[src/rtl/ccg_pkg.sv]
// ----------------------------------------------------------------------------
// ccg_pkg
// Types, register addresses, read-back codes and GPIO mode decode helpers
// for the codec control and GPIO interrupt block.
// ----------------------------------------------------------------------------
package ccg_pkg;

  localparam int NUM_PINS       = 8;
  localparam int GPIO_LINES_DEF = 8;

  // beat kinds
  localparam logic [1:0] MODE_START = 2'd0;
  localparam logic [1:0] MODE_DATA  = 2'd1;
  localparam logic [1:0] MODE_PIN   = 2'd2;

  // register addresses
  localparam logic [6:0] REG_DAC_CTRL   = 7'h01;
  localparam logic [6:0] REG_POWER      = 7'h14;
  localparam logic [6:0] REG_READ_SEL   = 7'h18;
  localparam logic [6:0] REG_IRQ_POL    = 7'h19;
  localparam logic [6:0] REG_IRQ_MASK   = 7'h1a;
  localparam logic [6:0] REG_GPIO_CTRL1 = 7'h1b;
  localparam logic [6:0] REG_GPIO_CTRL2 = 7'h1c;
  localparam logic [6:0] REG_SOFT_RESET = 7'h1f;
  localparam logic [6:0] REG_MUTE_LEFT  = 7'h31;
  localparam logic [6:0] REG_MUTE_RIGHT = 7'h32;

  // read-back selects
  localparam logic [2:0] RB_ID     = 3'd0;
  localparam logic [2:0] RB_REV    = 3'd1;
  localparam logic [2:0] RB_STATUS = 3'd2;
  localparam logic [2:0] RB_PINS   = 3'd4;
  localparam logic [2:0] RB_IRQ    = 3'd5;

  localparam logic [7:0]  CHIP_ID     = 8'h87;
  localparam logic [7:0]  CHIP_REV    = 8'h53;
  localparam logic [7:0]  CHIP_STATUS = 8'h01;
  localparam logic [8:0]  VALUE_MASK  = 9'h1ff;
  localparam logic [31:0] HALF_RIGHT  = 32'h0000ffff;
  localparam logic [31:0] HALF_LEFT   = 32'hffff0000;
  localparam logic [2:0]  POWER_ON_CODE = 3'd3;

  // line indexes of the configurable GPIO lines
  localparam logic [2:0] GPIO_LINE1 = 3'd1;
  localparam logic [2:0] GPIO_LINE2 = 3'd2;
  localparam logic [2:0] GPIO_LINE3 = 3'd3;
  localparam logic [2:0] GPIO_LINE4 = 3'd4;
  localparam logic [2:0] GPIO_LINE5 = 3'd5;

  typedef enum logic [1:0] {
    LM_INPUT = 2'd0,
    LM_LOW   = 2'd1,
    LM_HIGH  = 2'd2,
    LM_IRQ   = 2'd3
  } line_mode_e;

  typedef struct packed {
    logic [NUM_PINS-1:0] as_input;
    logic [NUM_PINS-1:0] forced_high;
    logic [NUM_PINS-1:0] as_irq;
  } gpio_cfg_t;

  localparam gpio_cfg_t CFG_RESET = '{as_input: '1, forced_high: '0, as_irq: '0};

  typedef struct packed {
    logic [1:0] mode;
    logic [7:0] data_byte;
    logic [2:0] gpio_line;
    logic       gpio_level;
  } ccg_item_t;

  typedef struct packed {
    logic [7:0]  irq_levels;
    logic [7:0]  irq_changed;
    logic [7:0]  read_response;
    logic [31:0] in_channel_mask;
    logic [31:0] out_channel_mask;
    logic        codec_enabled;
  } ccg_result_t;

  function automatic line_mode_e decode_hi(input logic [2:0] f);
    line_mode_e m;
    case (f)
      3'd4:    m = LM_LOW;
      3'd5:    m = LM_HIGH;
      3'd7:    m = LM_IRQ;
      default: m = LM_INPUT;
    endcase
    return m;
  endfunction

  function automatic line_mode_e decode_lo(input logic [2:0] f);
    line_mode_e m;
    case (f)
      3'd0:    m = LM_LOW;
      3'd1:    m = LM_HIGH;
      3'd3:    m = LM_IRQ;
      default: m = LM_INPUT;
    endcase
    return m;
  endfunction

  function automatic line_mode_e decode_line5(input logic [1:0] f);
    line_mode_e m;
    case (f)
      2'd0:    m = LM_INPUT;
      2'd1:    m = LM_IRQ;
      2'd2:    m = LM_LOW;
      default: m = LM_HIGH;
    endcase
    return m;
  endfunction

  function automatic gpio_cfg_t set_line_mode(input gpio_cfg_t c, input logic [2:0] line,
                                              input line_mode_e m);
    gpio_cfg_t r;
    r = c;
    r.as_input[line]    = (m == LM_INPUT);
    r.forced_high[line] = (m == LM_HIGH);
    r.as_irq[line]      = (m == LM_IRQ);
    return r;
  endfunction

endpackage

[src/rtl/ccg_if.sv]
// ----------------------------------------------------------------------------
// ccg interfaces
// Valid/ready channels for input beats and result beats.
// ----------------------------------------------------------------------------
interface ccg_in_if;
  logic       valid;
  logic       ready;
  logic [1:0] mode;
  logic [7:0] data_byte;
  logic [2:0] gpio_line;
  logic       gpio_level;

  modport source (output valid, mode, data_byte, gpio_line, gpio_level, input ready);
  modport sink   (input valid, mode, data_byte, gpio_line, gpio_level, output ready);
endinterface

interface ccg_out_if;
  logic        valid;
  logic        ready;
  logic [7:0]  irq_levels;
  logic [7:0]  irq_changed;
  logic [7:0]  read_response;
  logic [31:0] in_channel_mask;
  logic [31:0] out_channel_mask;
  logic        codec_enabled;

  modport source (output valid, irq_levels, irq_changed, read_response, in_channel_mask,
                  out_channel_mask, codec_enabled, input ready);
  modport sink   (input valid, irq_levels, irq_changed, read_response, in_channel_mask,
                  out_channel_mask, codec_enabled, output ready);
endinterface

[src/rtl/ccg_in_reg.sv]
// ----------------------------------------------------------------------------
// ccg_in_reg
// Input register: holds one accepted beat until the core takes it.
// ----------------------------------------------------------------------------
module ccg_in_reg
  import ccg_pkg::*;
(
  input  logic      clk_i,
  input  logic      rst_ni,
  input  logic      valid_i,
  input  ccg_item_t item_i,
  output logic      ready_o,
  input  logic      take_i,
  output logic      valid_o,
  output ccg_item_t item_o
);

  logic      valid_q, valid_d;
  ccg_item_t item_q;

  // free when empty or being drained this cycle
  assign ready_o = !valid_q || take_i;
  assign valid_d = ready_o ? valid_i : valid_q;

  always_ff @(posedge clk_i or negedge rst_ni) begin
    if (!rst_ni) begin
      valid_q <= 1'b0;
    end else begin
      valid_q <= valid_d;
    end
  end

  always_ff @(posedge clk_i) begin
    if (ready_o && valid_i) begin
      item_q <= item_i;
    end
  end

  assign valid_o = valid_q;
  assign item_o  = item_q;

endmodule

[src/rtl/ccg_core.sv]
// ----------------------------------------------------------------------------
// ccg_core
// Register decode, GPIO mode and interrupt state, and result build for one
// beat per cycle whenever step_i is asserted.
// ----------------------------------------------------------------------------
module ccg_core
  import ccg_pkg::*;
#(
  parameter int GPIO_LINES = GPIO_LINES_DEF
) (
  input  logic        clk_i,
  input  logic        rst_ni,
  input  logic        step_i,
  input  ccg_item_t   item_i,
  output ccg_result_t res_o
);

  localparam logic [1:0] CNT_IDLE  = 2'd0;
  localparam logic [1:0] CNT_FIRST = 2'd1;
  localparam logic [1:0] CNT_DONE  = 2'd2;
  localparam logic [NUM_PINS-1:0] LINE_MASK = NUM_PINS'((1 << GPIO_LINES) - 1);

  logic [1:0]          cnt_q, cnt_d;
  logic [7:0]          first_q, first_d;
  logic [7:0]          resp_q, resp_d;
  logic [NUM_PINS-1:0] pol_q, pol_d;
  logic [NUM_PINS-1:0] msk_q, msk_d;
  logic                en_q, en_d;
  logic [NUM_PINS-1:0] pin_q, pin_d;
  gpio_cfg_t           cfg_q, cfg_d;
  logic [NUM_PINS-1:0] driven_q, driven_d;
  logic                mute_l_q, mute_l_d;
  logic                mute_r_q, mute_r_d;
  logic                dac_mute_q, dac_mute_d;
  logic                power_q, power_d;

  logic [6:0]          wr_addr;
  logic [8:0]          wr_value;
  logic [NUM_PINS-1:0] pending_cur, pending_upd, lvl;
  logic [7:0]          rb_byte;
  logic                drive_upd;
  logic                line_ok;
  logic [31:0]         mask_l, mask_r, dmask;

  assign wr_addr     = first_q[7:1];
  assign wr_value    = {first_q[0], item_i.data_byte} & VALUE_MASK;
  assign pending_cur = cfg_q.as_input & (pin_q ^ pol_q) & msk_q;
  assign line_ok     = int'(item_i.gpio_line) < GPIO_LINES;

  // read-back sees the state as it stood before this write
  always_comb begin
    case (wr_value[3:1])
      RB_ID:     rb_byte = CHIP_ID;
      RB_REV:    rb_byte = CHIP_REV;
      RB_STATUS: rb_byte = CHIP_STATUS;
      RB_PINS:   rb_byte = (cfg_q.as_input & pin_q) | cfg_q.forced_high;
      RB_IRQ:    rb_byte = en_q ? pending_cur : '0;
      default:   rb_byte = '0;
    endcase
  end

  always_comb begin
    cnt_d      = cnt_q;
    first_d    = first_q;
    resp_d     = resp_q;
    pol_d      = pol_q;
    msk_d      = msk_q;
    en_d       = en_q;
    pin_d      = pin_q;
    cfg_d      = cfg_q;
    mute_l_d   = mute_l_q;
    mute_r_d   = mute_r_q;
    dac_mute_d = dac_mute_q;
    power_d    = power_q;
    drive_upd  = 1'b0;
    case (item_i.mode)
      MODE_START: cnt_d = CNT_IDLE;
      MODE_DATA: begin
        if (cnt_q == CNT_IDLE) begin
          first_d = item_i.data_byte;
          cnt_d   = CNT_FIRST;
        end else if (cnt_q == CNT_FIRST) begin
          cnt_d = CNT_DONE;
          case (wr_addr)
            REG_DAC_CTRL: dac_mute_d = wr_value[3];
            REG_POWER:    power_d = (wr_value[8:6] == POWER_ON_CODE);
            REG_READ_SEL: resp_d = rb_byte;
            REG_IRQ_POL: begin
              pol_d     = wr_value[7:0];
              drive_upd = 1'b1;
            end
            REG_IRQ_MASK: begin
              msk_d     = wr_value[7:0];
              drive_upd = 1'b1;
            end
            REG_GPIO_CTRL1: begin
              en_d      = |wr_value[1:0];
              cfg_d     = set_line_mode(cfg_d, GPIO_LINE5, decode_line5(wr_value[4:3]));
              cfg_d     = set_line_mode(cfg_d, GPIO_LINE4, decode_hi(wr_value[2:0]));
              drive_upd = 1'b1;
            end
            REG_GPIO_CTRL2: begin
              cfg_d     = set_line_mode(cfg_d, GPIO_LINE3, decode_hi(wr_value[8:6]));
              cfg_d     = set_line_mode(cfg_d, GPIO_LINE2, decode_lo(wr_value[5:3]));
              cfg_d     = set_line_mode(cfg_d, GPIO_LINE1, decode_lo(wr_value[2:0]));
              drive_upd = 1'b1;
            end
            REG_SOFT_RESET: begin
              if (wr_value == '0) begin
                pol_d      = '0;
                msk_d      = '0;
                en_d       = 1'b0;
                cfg_d      = CFG_RESET;
                mute_l_d   = 1'b0;
                mute_r_d   = 1'b0;
                dac_mute_d = 1'b1;
                power_d    = 1'b0;
                drive_upd  = 1'b1;
              end
            end
            REG_MUTE_LEFT:  mute_l_d = wr_value[7];
            REG_MUTE_RIGHT: mute_r_d = wr_value[7];
            default: ;
          endcase
        end
      end
      MODE_PIN: begin
        if (line_ok) begin
          pin_d[item_i.gpio_line] = item_i.gpio_level;
          drive_upd               = 1'b1;
        end
      end
      default: ;
    endcase
  end

  // driven levels from the updated state
  assign pending_upd = cfg_d.as_input & (pin_d ^ pol_d) & msk_d;
  assign lvl         = (cfg_d.forced_high | ((en_d && |pending_upd) ? cfg_d.as_irq : '0)) &
                       LINE_MASK;
  assign driven_d    = drive_upd ? lvl : driven_q;

  assign mask_l = mute_l_d ? HALF_RIGHT : '1;
  assign mask_r = mute_r_d ? HALF_LEFT : '1;
  assign dmask  = dac_mute_d ? '0 : '1;

  always_comb begin
    res_o.irq_levels       = driven_d;
    res_o.irq_changed      = drive_upd ? (lvl ^ driven_q) : '0;
    res_o.read_response    = resp_d;
    res_o.in_channel_mask  = mask_l & mask_r & dmask;
    res_o.out_channel_mask = dmask;
    res_o.codec_enabled    = power_d;
  end

  always_ff @(posedge clk_i or negedge rst_ni) begin
    if (!rst_ni) begin
      cnt_q      <= CNT_IDLE;
      first_q    <= '0;
      resp_q     <= '0;
      pol_q      <= '0;
      msk_q      <= '0;
      en_q       <= 1'b0;
      pin_q      <= '0;
      cfg_q      <= CFG_RESET;
      driven_q   <= '0;
      mute_l_q   <= 1'b0;
      mute_r_q   <= 1'b0;
      dac_mute_q <= 1'b1;
      power_q    <= 1'b0;
    end else if (step_i) begin
      cnt_q      <= cnt_d;
      first_q    <= first_d;
      resp_q     <= resp_d;
      pol_q      <= pol_d;
      msk_q      <= msk_d;
      en_q       <= en_d;
      pin_q      <= pin_d;
      cfg_q      <= cfg_d;
      driven_q   <= driven_d;
      mute_l_q   <= mute_l_d;
      mute_r_q   <= mute_r_d;
      dac_mute_q <= dac_mute_d;
      power_q    <= power_d;
    end
  end

endmodule

[src/rtl/codec_control_gpio_irq.sv]
// an accepted input beat is held in the input register, then the result register, before out_o
// throughput: one beat per cycle; input register, decode core and result
// register advance together whenever the result register is empty or drained
// reset: asynchronous, active low; codec state returns to power-up values
// (all lines input, DAC muted, codec off) and both channels empty
// ----------------------------------------------------------------------------
// codec_control_gpio_irq
// Codec control register interface with GPIO modes and interrupt lines.
// ----------------------------------------------------------------------------
module codec_control_gpio_irq
  import ccg_pkg::*;
#(
  parameter int GPIO_LINES = GPIO_LINES_DEF
) (
  input  logic       clk_i,
  input  logic       rst_ni,
  ccg_in_if.sink     in_i,
  ccg_out_if.source  out_o
);

  ccg_item_t   in_item, s1_item;
  ccg_result_t core_res, res_q;
  logic        s1_valid, step;
  logic        oval_q, oval_d;

  assign in_item = '{mode: in_i.mode, data_byte: in_i.data_byte,
                     gpio_line: in_i.gpio_line, gpio_level: in_i.gpio_level};

  // core steps when the result register has room
  assign step = s1_valid && (!oval_q || out_o.ready);

  ccg_in_reg u_in_reg (
    .clk_i   (clk_i),
    .rst_ni  (rst_ni),
    .valid_i (in_i.valid),
    .item_i  (in_item),
    .ready_o (in_i.ready),
    .take_i  (step),
    .valid_o (s1_valid),
    .item_o  (s1_item)
  );

  ccg_core #(
    .GPIO_LINES (GPIO_LINES)
  ) u_core (
    .clk_i  (clk_i),
    .rst_ni (rst_ni),
    .step_i (step),
    .item_i (s1_item),
    .res_o  (core_res)
  );

  always_comb begin
    if (step) begin
      oval_d = 1'b1;
    end else if (out_o.ready) begin
      oval_d = 1'b0;
    end else begin
      oval_d = oval_q;
    end
  end

  always_ff @(posedge clk_i or negedge rst_ni) begin
    if (!rst_ni) begin
      oval_q <= 1'b0;
    end else begin
      oval_q <= oval_d;
    end
  end

  always_ff @(posedge clk_i) begin
    if (step) begin
      res_q <= core_res;
    end
  end

  assign out_o.valid            = oval_q;
  assign out_o.irq_levels       = res_q.irq_levels;
  assign out_o.irq_changed      = res_q.irq_changed;
  assign out_o.read_response    = res_q.read_response;
  assign out_o.in_channel_mask  = res_q.in_channel_mask;
  assign out_o.out_channel_mask = res_q.out_channel_mask;
  assign out_o.codec_enabled    = res_q.codec_enabled;

endmodule

[src/flat_wrapper.sv]
// flat-port wrapper written by rule: the top's interface ports become plain ports
module codec_control_gpio_irq_flat import ccg_pkg::*;
#(
  parameter int GPIO_LINES = GPIO_LINES_DEF
)
  (clk_i, rst_ni, in_i_valid, in_i_mode, in_i_data_byte, in_i_gpio_line, in_i_gpio_level, in_i_ready, out_o_valid, out_o_irq_levels, out_o_irq_changed, out_o_read_response, out_o_in_channel_mask, out_o_out_channel_mask, out_o_codec_enabled, out_o_ready);
  ccg_in_if in_i_i ();
  ccg_out_if out_o_i ();
  input  logic clk_i;
  input  logic rst_ni;
  input wire logic [$bits(in_i_i.valid)-1:0] in_i_valid;
  input wire logic [$bits(in_i_i.mode)-1:0] in_i_mode;
  input wire logic [$bits(in_i_i.data_byte)-1:0] in_i_data_byte;
  input wire logic [$bits(in_i_i.gpio_line)-1:0] in_i_gpio_line;
  input wire logic [$bits(in_i_i.gpio_level)-1:0] in_i_gpio_level;
  output wire logic [$bits(in_i_i.ready)-1:0] in_i_ready;
  output wire logic [$bits(out_o_i.valid)-1:0] out_o_valid;
  output wire logic [$bits(out_o_i.irq_levels)-1:0] out_o_irq_levels;
  output wire logic [$bits(out_o_i.irq_changed)-1:0] out_o_irq_changed;
  output wire logic [$bits(out_o_i.read_response)-1:0] out_o_read_response;
  output wire logic [$bits(out_o_i.in_channel_mask)-1:0] out_o_in_channel_mask;
  output wire logic [$bits(out_o_i.out_channel_mask)-1:0] out_o_out_channel_mask;
  output wire logic [$bits(out_o_i.codec_enabled)-1:0] out_o_codec_enabled;
  input wire logic [$bits(out_o_i.ready)-1:0] out_o_ready;
  assign in_i_i.valid = in_i_valid;
  assign in_i_i.mode = in_i_mode;
  assign in_i_i.data_byte = in_i_data_byte;
  assign in_i_i.gpio_line = in_i_gpio_line;
  assign in_i_i.gpio_level = in_i_gpio_level;
  assign in_i_ready = in_i_i.ready;
  assign out_o_valid = out_o_i.valid;
  assign out_o_irq_levels = out_o_i.irq_levels;
  assign out_o_irq_changed = out_o_i.irq_changed;
  assign out_o_read_response = out_o_i.read_response;
  assign out_o_in_channel_mask = out_o_i.in_channel_mask;
  assign out_o_out_channel_mask = out_o_i.out_channel_mask;
  assign out_o_codec_enabled = out_o_i.codec_enabled;
  assign out_o_i.ready = out_o_ready;
  codec_control_gpio_irq #(.GPIO_LINES(GPIO_LINES)) u_core (.clk_i(clk_i), .rst_ni(rst_ni), .in_i(in_i_i), .out_o(out_o_i));
endmodule
[config.mk]
export PLATFORM = sky130hd
export DESIGN_NAME = codec_control_gpio_irq_flat
export DESIGN_NICKNAME = d
export VERILOG_FILES = /design/src/rtl/ccg_pkg.sv /design/src/rtl/ccg_if.sv /design/src/rtl/ccg_in_reg.sv /design/src/rtl/ccg_core.sv /design/src/rtl/codec_control_gpio_irq.sv /design/src/flat_wrapper.sv
export SDC_FILE = /design/constraint.sdc
export NUM_CORES = 1
export LEC_CHECK = 0
export BUFFER_PORTS_ARGS = -buffer_cell sky130_fd_sc_hd__buf_2
export CORE_MARGIN = 2
export CORE_UTILIZATION = 45
export DETAILED_ROUTE_END_ITERATION = 6
export GPL_ROUTABILITY_DRIVEN = 0
export RECOVER_POWER = 100
export SYNTH_ARGS = -nofsm -noshare
export SYNTH_HDL_FRONTEND = slang
export SYNTH_HIERARCHICAL = 1
export SYNTH_SLANG_ARGS = --single-unit
[constraint.sdc]
create_clock -name clk_i -period 9.1 [get_ports clk_i]
set_input_delay 2.73 -clock clk_i [delete_from_list [all_inputs] [get_ports clk_i]]
set_output_delay 2.73 -clock clk_i [all_outputs]
set_load 0.01 [all_outputs]
# ---- Word-level counts from Yosys, hierarchy flattened
# Index checks and enable logic that the tools add are counted.
dict set report classes {
  magnitude_cmp 2
  n_eq_ne 41
  n_mux 90
  n_bitwise 12
  reduce_logical 27
}
# op n
set op_table {}
lappend op_table {{8-bit two-way mux} 16}
lappend op_table {{24-bit two-way mux} 4}
lappend op_table {{24-bit one-hot mux with 3 select lines} 1}
lappend op_table {{32-bit bitwise AND} 2}
lappend op_table {{32-bit two-way mux} 2}
lappend op_table {{7-bit by 5-bit equality test with 1-bit output, second input constant} 7}
lappend op_table {{2-bit two-way mux} 22}
lappend op_table {{8-bit bitwise AND} 5}
lappend op_table {{8-bit one-hot mux with 5 select lines} 1}
lappend op_table {{8-bit one-hot mux with 2 select lines} 2}
lappend op_table {{2-bit one-hot mux with 3 select lines} 5}
lappend op_table {{1-bit two-way mux} 26}
lappend op_table {{2-bit equality test, second input constant} 12}
lappend op_table {{3-bit equality test, second input constant} 8}
lappend op_table {{8-bit XOR} 3}
lappend op_table {{2-bit zero test} 8}
lappend op_table {{16-bit two-way mux} 1}
lappend op_table {{8-bit OR} 2}
lappend op_table {{7-bit by 6-bit equality test with 1-bit output, second input constant} 2}
lappend op_table {{1-bit one-hot mux with 2 select lines} 7}
lappend op_table {{3-bit by 2-bit equality test with 1-bit output, second input constant} 4}
lappend op_table {{3-bit by 1-bit equality test with 1-bit output, second input constant} 3}
lappend op_table {{3-bit zero test} 3}
lappend op_table {{9-bit zero test} 1}
lappend op_table {{16 further kinds} 25}
dict set report totals {
  reg_bits 184
  inputBits 18
  output_inout_bits 91
  elab_cells 199
}

# ---- Depth between registers and ports, before layout
# Gate-level depths: netlist of run 1.
dict set report logic_depth {
  depth_word 18
  mapped_depth 14
  depth_no_buf 10
}

# ---- Hierarchy
# Netlist of run 1, hierarchy kept.
# module instances cells_per_inst area_each_um2 seq_area_each_um2
set modules_own_cells {}
lappend modules_own_cells {ccg_core 1 674 5774.3 1988.2}
lappend modules_own_cells {codec_control_gpio_irq 1 93 2716.4 2697.6}
lappend modules_own_cells {ccg_in_reg 1 18 474.2 445.4}

# ---- Worst setup path before layout of run 1
# Ideal clock, no wire load.
dict set report synth_path {
  kind {input port to output port}
  start {input out_o_ready}
  end {output in_i_ready}
  arrival_time_ns 5.441
  required_ns 6.370
  setup_slack_ns 0.929
  stages 3
  n_path_buf 0
  path_cell_list {nand2b_1 > and2_1 > nand2b_4}
}
dict set report synth_between {
  elab_chain_cells 3
}
# element line_no
set synth_lines {}
lappend synth_lines {{start, declared} flat_wrapper.sv:24} ;# input wire logic [$bits(out_o_i.ready)-1:0] out_o_ready;
lappend synth_lines {{1-bit logical OR} codec_control_gpio_irq.sv:30} ;# assign step = s1_valid && (!oval_q || out_o.ready);
lappend synth_lines {{1-bit logical AND} codec_control_gpio_irq.sv:30}
lappend synth_lines {{1-bit logical OR} ccg_in_reg.sv:22} ;# assign ready_o = !valid_q || take_i;
lappend synth_lines {{end, declared} flat_wrapper.sv:16} ;# output wire logic [$bits(in_i_i.ready)-1:0] in_i_ready;
# No other way between the ends.

# ---- Final worst setup path of run 1
dict set report layout_path {
  start {input out_o_ready}
  end {register u_core.u_core.driven_q[6]}
}
dict set report layout_between {
  elab_chain_cells 2
}
# element line_no
set layout_lines {}
lappend layout_lines {{1-bit logical OR} codec_control_gpio_irq.sv:30}
lappend layout_lines {{1-bit logical AND} codec_control_gpio_irq.sv:30}
lappend layout_lines {{end signal, assigned} ccg_core.sv:180} ;# driven_q <= driven_d;
lappend layout_lines {{end, declared} ccg_core.sv:31} ;# logic [NUM_PINS-1:0] driven_q, driven_d;
# No other way between the ends.
# A chain may end at the register's enable or synchronous reset.

==> impl_metrics.ini, run 1 <==
[floorplanning]
die_width_um = 145.1
start_util_pct = 45.91
placementRows = 51
fp.dieArea_um2 = 21070
core-area_um2 = 19530
die_h_um = 145.1
ioPinCount = 109

[logic_synthesis]
avgSynthCellArea_um2 = 11.42
ys.warnings.count = 6
synth_area_um2 = 8965
synth_edf_count = 103
yosys-top-cells-count = edfxtp_1, dfrtp_1, buf_4, nor2_1, a21oi_1
synth_nets = 806
synthArstFlopShare_pct = 44.02
synth.largest_area_cell = edfxtp_1
yosysUniqueCellTypes = 64
ys.flop_type = edfxtp_1
ys_seq_elements = 184
synth_most_common_cell = edfxtp_1
synth_top_area_share_pct = 34.50
synth.yosys.seq_area_share_pct = 57.24
synthCells = 785
synth_area_leaders = edfxtp_1, dfrtp_1, buf_4

[power_and_ir_drop]
p_per_area_nw_per_um2 = 268.4
finalPower_uw = 2604
power.leakage_uw = 0.003468
ir_worst_vdd_mv = 0.1289

[route]
first_pass_iters = 5
vias = 6236
wire_per_inst_um = 18.87
route.detailed.drc = 0
wl_mm = 20.55
antenna_left = 0
via_per_inst = 5.726
drt_first_iter_violations = 568

[cells_and_area]
diodes = 0
seq_area_um2 = 5131
final_nets = 832
area_growth_pct = 8.235
post_route_cells_drive_above_1_share_pct = 11.89
fin_util_pct = 49.69
multi_input_area_um2 = 3097
num-fill-cells = 1829

[placement]
dp_slack_ns = 2.939
hpwlAfterDp_mm = 13.42
place.port_buffers = 108

[global_route]
grt_max_degree = 93
grt_use_met1_pct = 27.68
grt_overflow = 0
gr-max-usage-layer = met2
grtUsageMet2_pct = 29.52
met3_usage_pct = 3.679
track_usage_pct = 19.56
antenna_found_initial = 0
grt_pass1_wl_mm = 32.76
grt_pass1_vias = 5977

[timing]
whs_ns = 0.4939
setup_tns_ns = 0
fin_crit_ns = 6.873
finalHoldViolCount = 0
max_freq_mhz = 145.5
relSlewSlack_pct = -197.3
setup_viol = 0
tightestPinTransition_ns = 4.459
rsz0062_at_grt = false
fin_skew_ns = 0.01449
maxSlewViolCount = 162
layout_setup_ws_ns = 2.227
min_period_over_period_pct = 75.53

[setup_path]
worstPathArrival_ns = 7.19
worstPathRequired_ns = 9.41
cp-start-kind = input pin
crit_path_max_fanout = 92
path_class = input pin to register
worstSetupEndpointType = register

[clock_network]
clock-sinks = 184
cts_setup_buffers = 0
tritoncts = yes
clkTransAtPathRegs_ns = 0.07
cts_max_path_buffers = 2
ctsResizeCount = 0
clk_latency_ns = 0.43
cts_root_buf = clkbuf_16
ctsHoldBuffers = 0
cts_made_buffers = 17
cts_max_level = 4

[outcome]
outcome = complete, but fails checks
violations = capacitance limit, slew limit

[min_path]
min_path_type = register to register

[run]
maxCapViolCount = 2
==> kinds of logic (layout without fill, tap and decap cells) <==
family / after synthesis / count (layout) / synth area share (%)
fa+ha+maj: 3 / 3 / 0.4187
buf+inv: 128 / 167 / 8.109
compound gates: 183 / 183 / 13.78
simple gates: 227 / 227 / 13.59
mux: 44 / 44 / 5.303
flops: 184 / 184 / 57.24
xor+xnor: 16 / 16 / 1.563
==> power by group <==
group          total [uW]  switching [uW]  internal, uW
Clock                 731             343           388
Combinational         583             369           214
Sequential           1290             172          1120
Total                2600             884          1720
==> critical path: stages <==
cell and delay, ns:
buf_2 0.08, nand2b_1 0.11, and2_0 0.21, buf_4 0.86
clkbuf_1 2.45, nand2_1 0.37, nor2_1 0.23, a21oi_1 0.09
==> final timing paths <==
check                                   startpoint                         to  slack (ns)  depth (start not counted)
min reg2reg                u_core/u_in_reg/valid_o         u_core/out_o.valid        0.49                          1
min in group asynchronous                   rst_ni  u_core/u_core/driven_q[5]        3.87                          1
max in group asynchronous                   rst_ni    u_core/u_core/resp_q[7]        2.73                          1
max                                    out_o_ready  u_core/u_core/driven_q[6]        2.23                          8
min                        u_core/u_in_reg/valid_o         u_core/out_o.valid        0.49                          1
max reg2reg                     u_core/out_o.valid  u_core/u_core/driven_q[6]        4.23                          7
==> stage by stage <==
| stage | cells | cell area [um^2] |
|---|---|---|
| 3_5_place_dp | 1057 | 9254 |
| 3_3_place_gp | 1057 | 9254 |
| 4_1_cts | 1089 | 9844 |
| 6_report | 1089 | 9703 |
| 2_1_floorplan | 785 | 8965 |
| 5_1_grt | 1089 | 9703 |
==> per-layer routing <==
| layer | up-vias | routed length [um] |
|---|---|---|
| met5 | - | 0 |
| met1 | 2999 | 9296 |
| met2 | 282 | 9115 |
| met4 | 0 | 604 |
| li1 | 2905 | - |
| met3 | 50 | 1529 |
==> layout by cell type (no fill, tap or decap), types with 6 or more instances in the layout <==
| cell type | n |
|---|---|
| a22o_1 | 22 |
| o41ai_1 | 7 |
| o22ai_1 | 7 |
| and2_0 | 7 |
| o21ai_0 | 37 |
| mux2i_1 | 16 |
| nand3_1 | 14 |
| clkbuf_16 | 17 |
| dfrtp_1 | 72 |
| nor3b_1 | 6 |
| nand2b_1 | 9 |
| inv_1 | 17 |
| dfstp_2 | 9 |
| a211oi_1 | 6 |
| nand2_1 | 42 |
| a32oi_1 | 7 |
| nor2_1 | 62 |
| buf_2 | 16 |
| edfxtp_1 | 103 |
| nand4b_1 | 6 |
| nand4_1 | 13 |
| nor3_1 | 15 |
| a21oi_1 | 50 |
| xor2_1 | 16 |
| clkbuf_1 | 95 |
| o211ai_1 | 10 |
| mux2_2 | 28 |
| or4_1 | 10 |
| and3_1 | 10 |
| buf_4 | 7 |
| nand3b_1 | 9 |
==> state kept, by name, indices dropped and copies added, names as in the netlist, 14 cells and up <==
name and flops:
u_core/out_o.out_channel_mask 32, u_core/out_o.in_channel_mask 32, u_core/u_in_reg/item_o 14, u_core/u_core/cfg_q 24
==> area by class of cell <==
| type | instances | share of cell area [%] |
|---|---|---|
| sequential | 184 | 52.88 |
| multi-input combinational | 473 | 31.91 |
| inverter | 17 | 0.6576 |
| tap | 265 | 3.417 |
| clock buffer | 17 | 4.384 |
| timing repair buffer | 118 | 5.042 |
| clock inverter | 15 | 1.702 |
(Power assumes the default switching activity.)
==> run 2: changes to the inputs <==
Settings changed: PLACE_DENSITY set to 0.67.
Clock period 9.1 ns to 5.61 ns, I/O delays scaled along.
==> impl_metrics.ini, run 2 (synthesized netlist as in run 1, its figures left out) <==
[outcome]
outcome = complete, but fails checks
violations = capacitance limit, slew limit

[timing]
relSlewSlack_pct = -58.27
rsz0062_at_grt = false
maxSlewViolCount = 43
finalHoldViolCount = 0
fin_crit_ns = 4.595
setup_viol = 0
min_period_over_period_pct = 81.91
fin_skew_ns = 0.01316
tightestPinTransition_ns = 2.374
setup_tns_ns = 0
max_freq_mhz = 217.6

[floorplanning]
die_width_um = 145.1
ioPinCount = 109
start_util_pct = 45.91
placementRows = 51
core-area_um2 = 19530
fp.dieArea_um2 = 21070
die_h_um = 145.1

[route]
antenna_left = 0
drt_first_iter_violations = 697
wl_mm = 19.72
wl_met2_mm = 8.615
route.detailed.drc = 0
top_layer = met4
first_pass_iters = 5
vias = 6182
routedLengthMet1_mm = 8.988
via_per_inst = 5.651
met3_length_mm = 1.617
wire_per_inst_um = 18.03

[clock_network]
ctsHoldBuffers = 0
clk_latency_ns = 0.43
cts_max_level = 4
ctsResizeCount = 0
cts_max_path_buffers = 2
cts_root_buf = clkbuf_16
tritoncts = yes
clock-sinks = 184
cts_setup_buffers = 0
clkTransAtPathRegs_ns = 0.07
cts_made_buffers = 17

[global_route]
grt_overflow = 0
track_usage_pct = 18.52
grt_pass1_vias = 5473
grt_max_degree = 172
antenna_found_initial = 0
grt_pass1_wl_mm = 30.79

[setup_path]
path_class = register to register
slowest_delay_ns = 1.03
worstSetupEndpointType = register
worstPathRequired_ns = 5.79
worstPathArrival_ns = 4.77
cp-startpoint = u_core/u_in_reg/item_o[13]
crit_path_max_fanout = 18
crit_family = compound AO/OA/AOI/OAI gates
cp-start-kind = register
crit_slowest_cell = o41ai_2
crit_chain = inv_1 -> ha_1 -> nand3b_1 -> clkbuf_1 -> or4_1 -> o211ai_1 -> xor2_1 -> o32ai_1 -> o41ai_2 -> o21ai_0 -> mux2_2
r2r-start = u_core/u_in_reg/item_o[13]
cp_num_buf_inv = 2
r2r_slack_ns = 1.01

[cells_and_area]
final_nets = 837
fin_util_pct = 50.03
post_route_cells_drive_above_1_share_pct = 12.79
seq_area_um2 = 5131
mostFrequentLayoutCells = edfxtp_1, clkbuf_1, dfrtp_1
final_common_cell = edfxtp_1
area_growth_pct = 8.974
diodes = 0
num-fill-cells = 1799
multi_input_area_um2 = 3085

[placement]
place.port_buffers = 108
hpwlAfterDp_mm = 12.77

[power_and_ir_drop]
ir_worst_vdd_mv = 0.2095
power.leakage_uw = 0.003511
finalPower_uw = 4255
p_per_area_nw_per_um2 = 435.6

[run]
maxCapViolCount = 1

[min_path]
min_path_type = register to register
hp-start = u_core/u_in_reg/valid_o
[run 2: cell types whose count changed in the layout (fill, tap and decap cells not counted), sizes merged]
cell / delta
bufinv: +1
clkinv: -3
inv: +1
buf: +6
clkinvlp: +1
clkbuf: -1
[run 2: path summary, 6_finish.rpt]
| check | endpoint | cells after the start |
|---|---|---|
| hold / removal | u_core/out_o.valid | 1 |
| hold reg to reg | u_core/out_o.valid | 1 |
| setup / recovery | u_core/out_o.irq_levels[3] | 11 |
| setup reg to reg | u_core/out_o.irq_levels[3] | 11 |
| max in group asynchronous | u_core/u_core/first_q[1] | 2 |
| min in group asynchronous | u_core/u_core/driven_q[7] | 1 |
[run 2: stage by stage]
step	instance area [um^2]	worst slack [ns]	hold WS, ns	instances
after floorplan	8966	0.6121	0.4660	785
after global placement	9304	1.374	0.4888	1062
after detailed placement	9304	1.243	0.4839	1062
after CTS	9917	1.449	0.4992	1094
after global routing	9769	0.6746	0.5208	1094
final	9769	1.015	0.4960	1094
[run 2: cell type report]
cell class / instances / area share (%)
timing repair buffer: 123 / 5.571
inverter: 17 / 0.6532
tap: 265 / 3.394
clock inverter: 15 / 1.921
sequential: 184 / 52.52
clock buffer: 17 / 4.355
multi-input combinational: 473 / 31.58
[run 2: routing by layer]
layer  global-route usage [%]  vias to the layer above
met5                        0                        -
met4                    6.078                        0
met3                    4.560                       37
met2                    27.31                      305
met1                    26.95                     2919
li1                         -                     2921
[run 2: where the power goes]
group          internal, uW  switching, uW  leakage (uW)
Combinational           350            604       0.00135
Clock                   676            544      0.000288
Sequential             1810            272       0.00187
Total                  2840           1420       0.00351
[run 2: worst reg2reg max path: stages (launching register included)]
cell      delay, ns
edfxtp_1       0.39
inv_1          0.09
ha_1           0.26
nand3b_1       0.55
clkbuf_1       0.43
or4_1          0.57
o211ai_1       0.12
xor2_1         0.17
o32ai_1        0.12
o41ai_2        1.03
o21ai_0        0.29
mux2_2         0.32
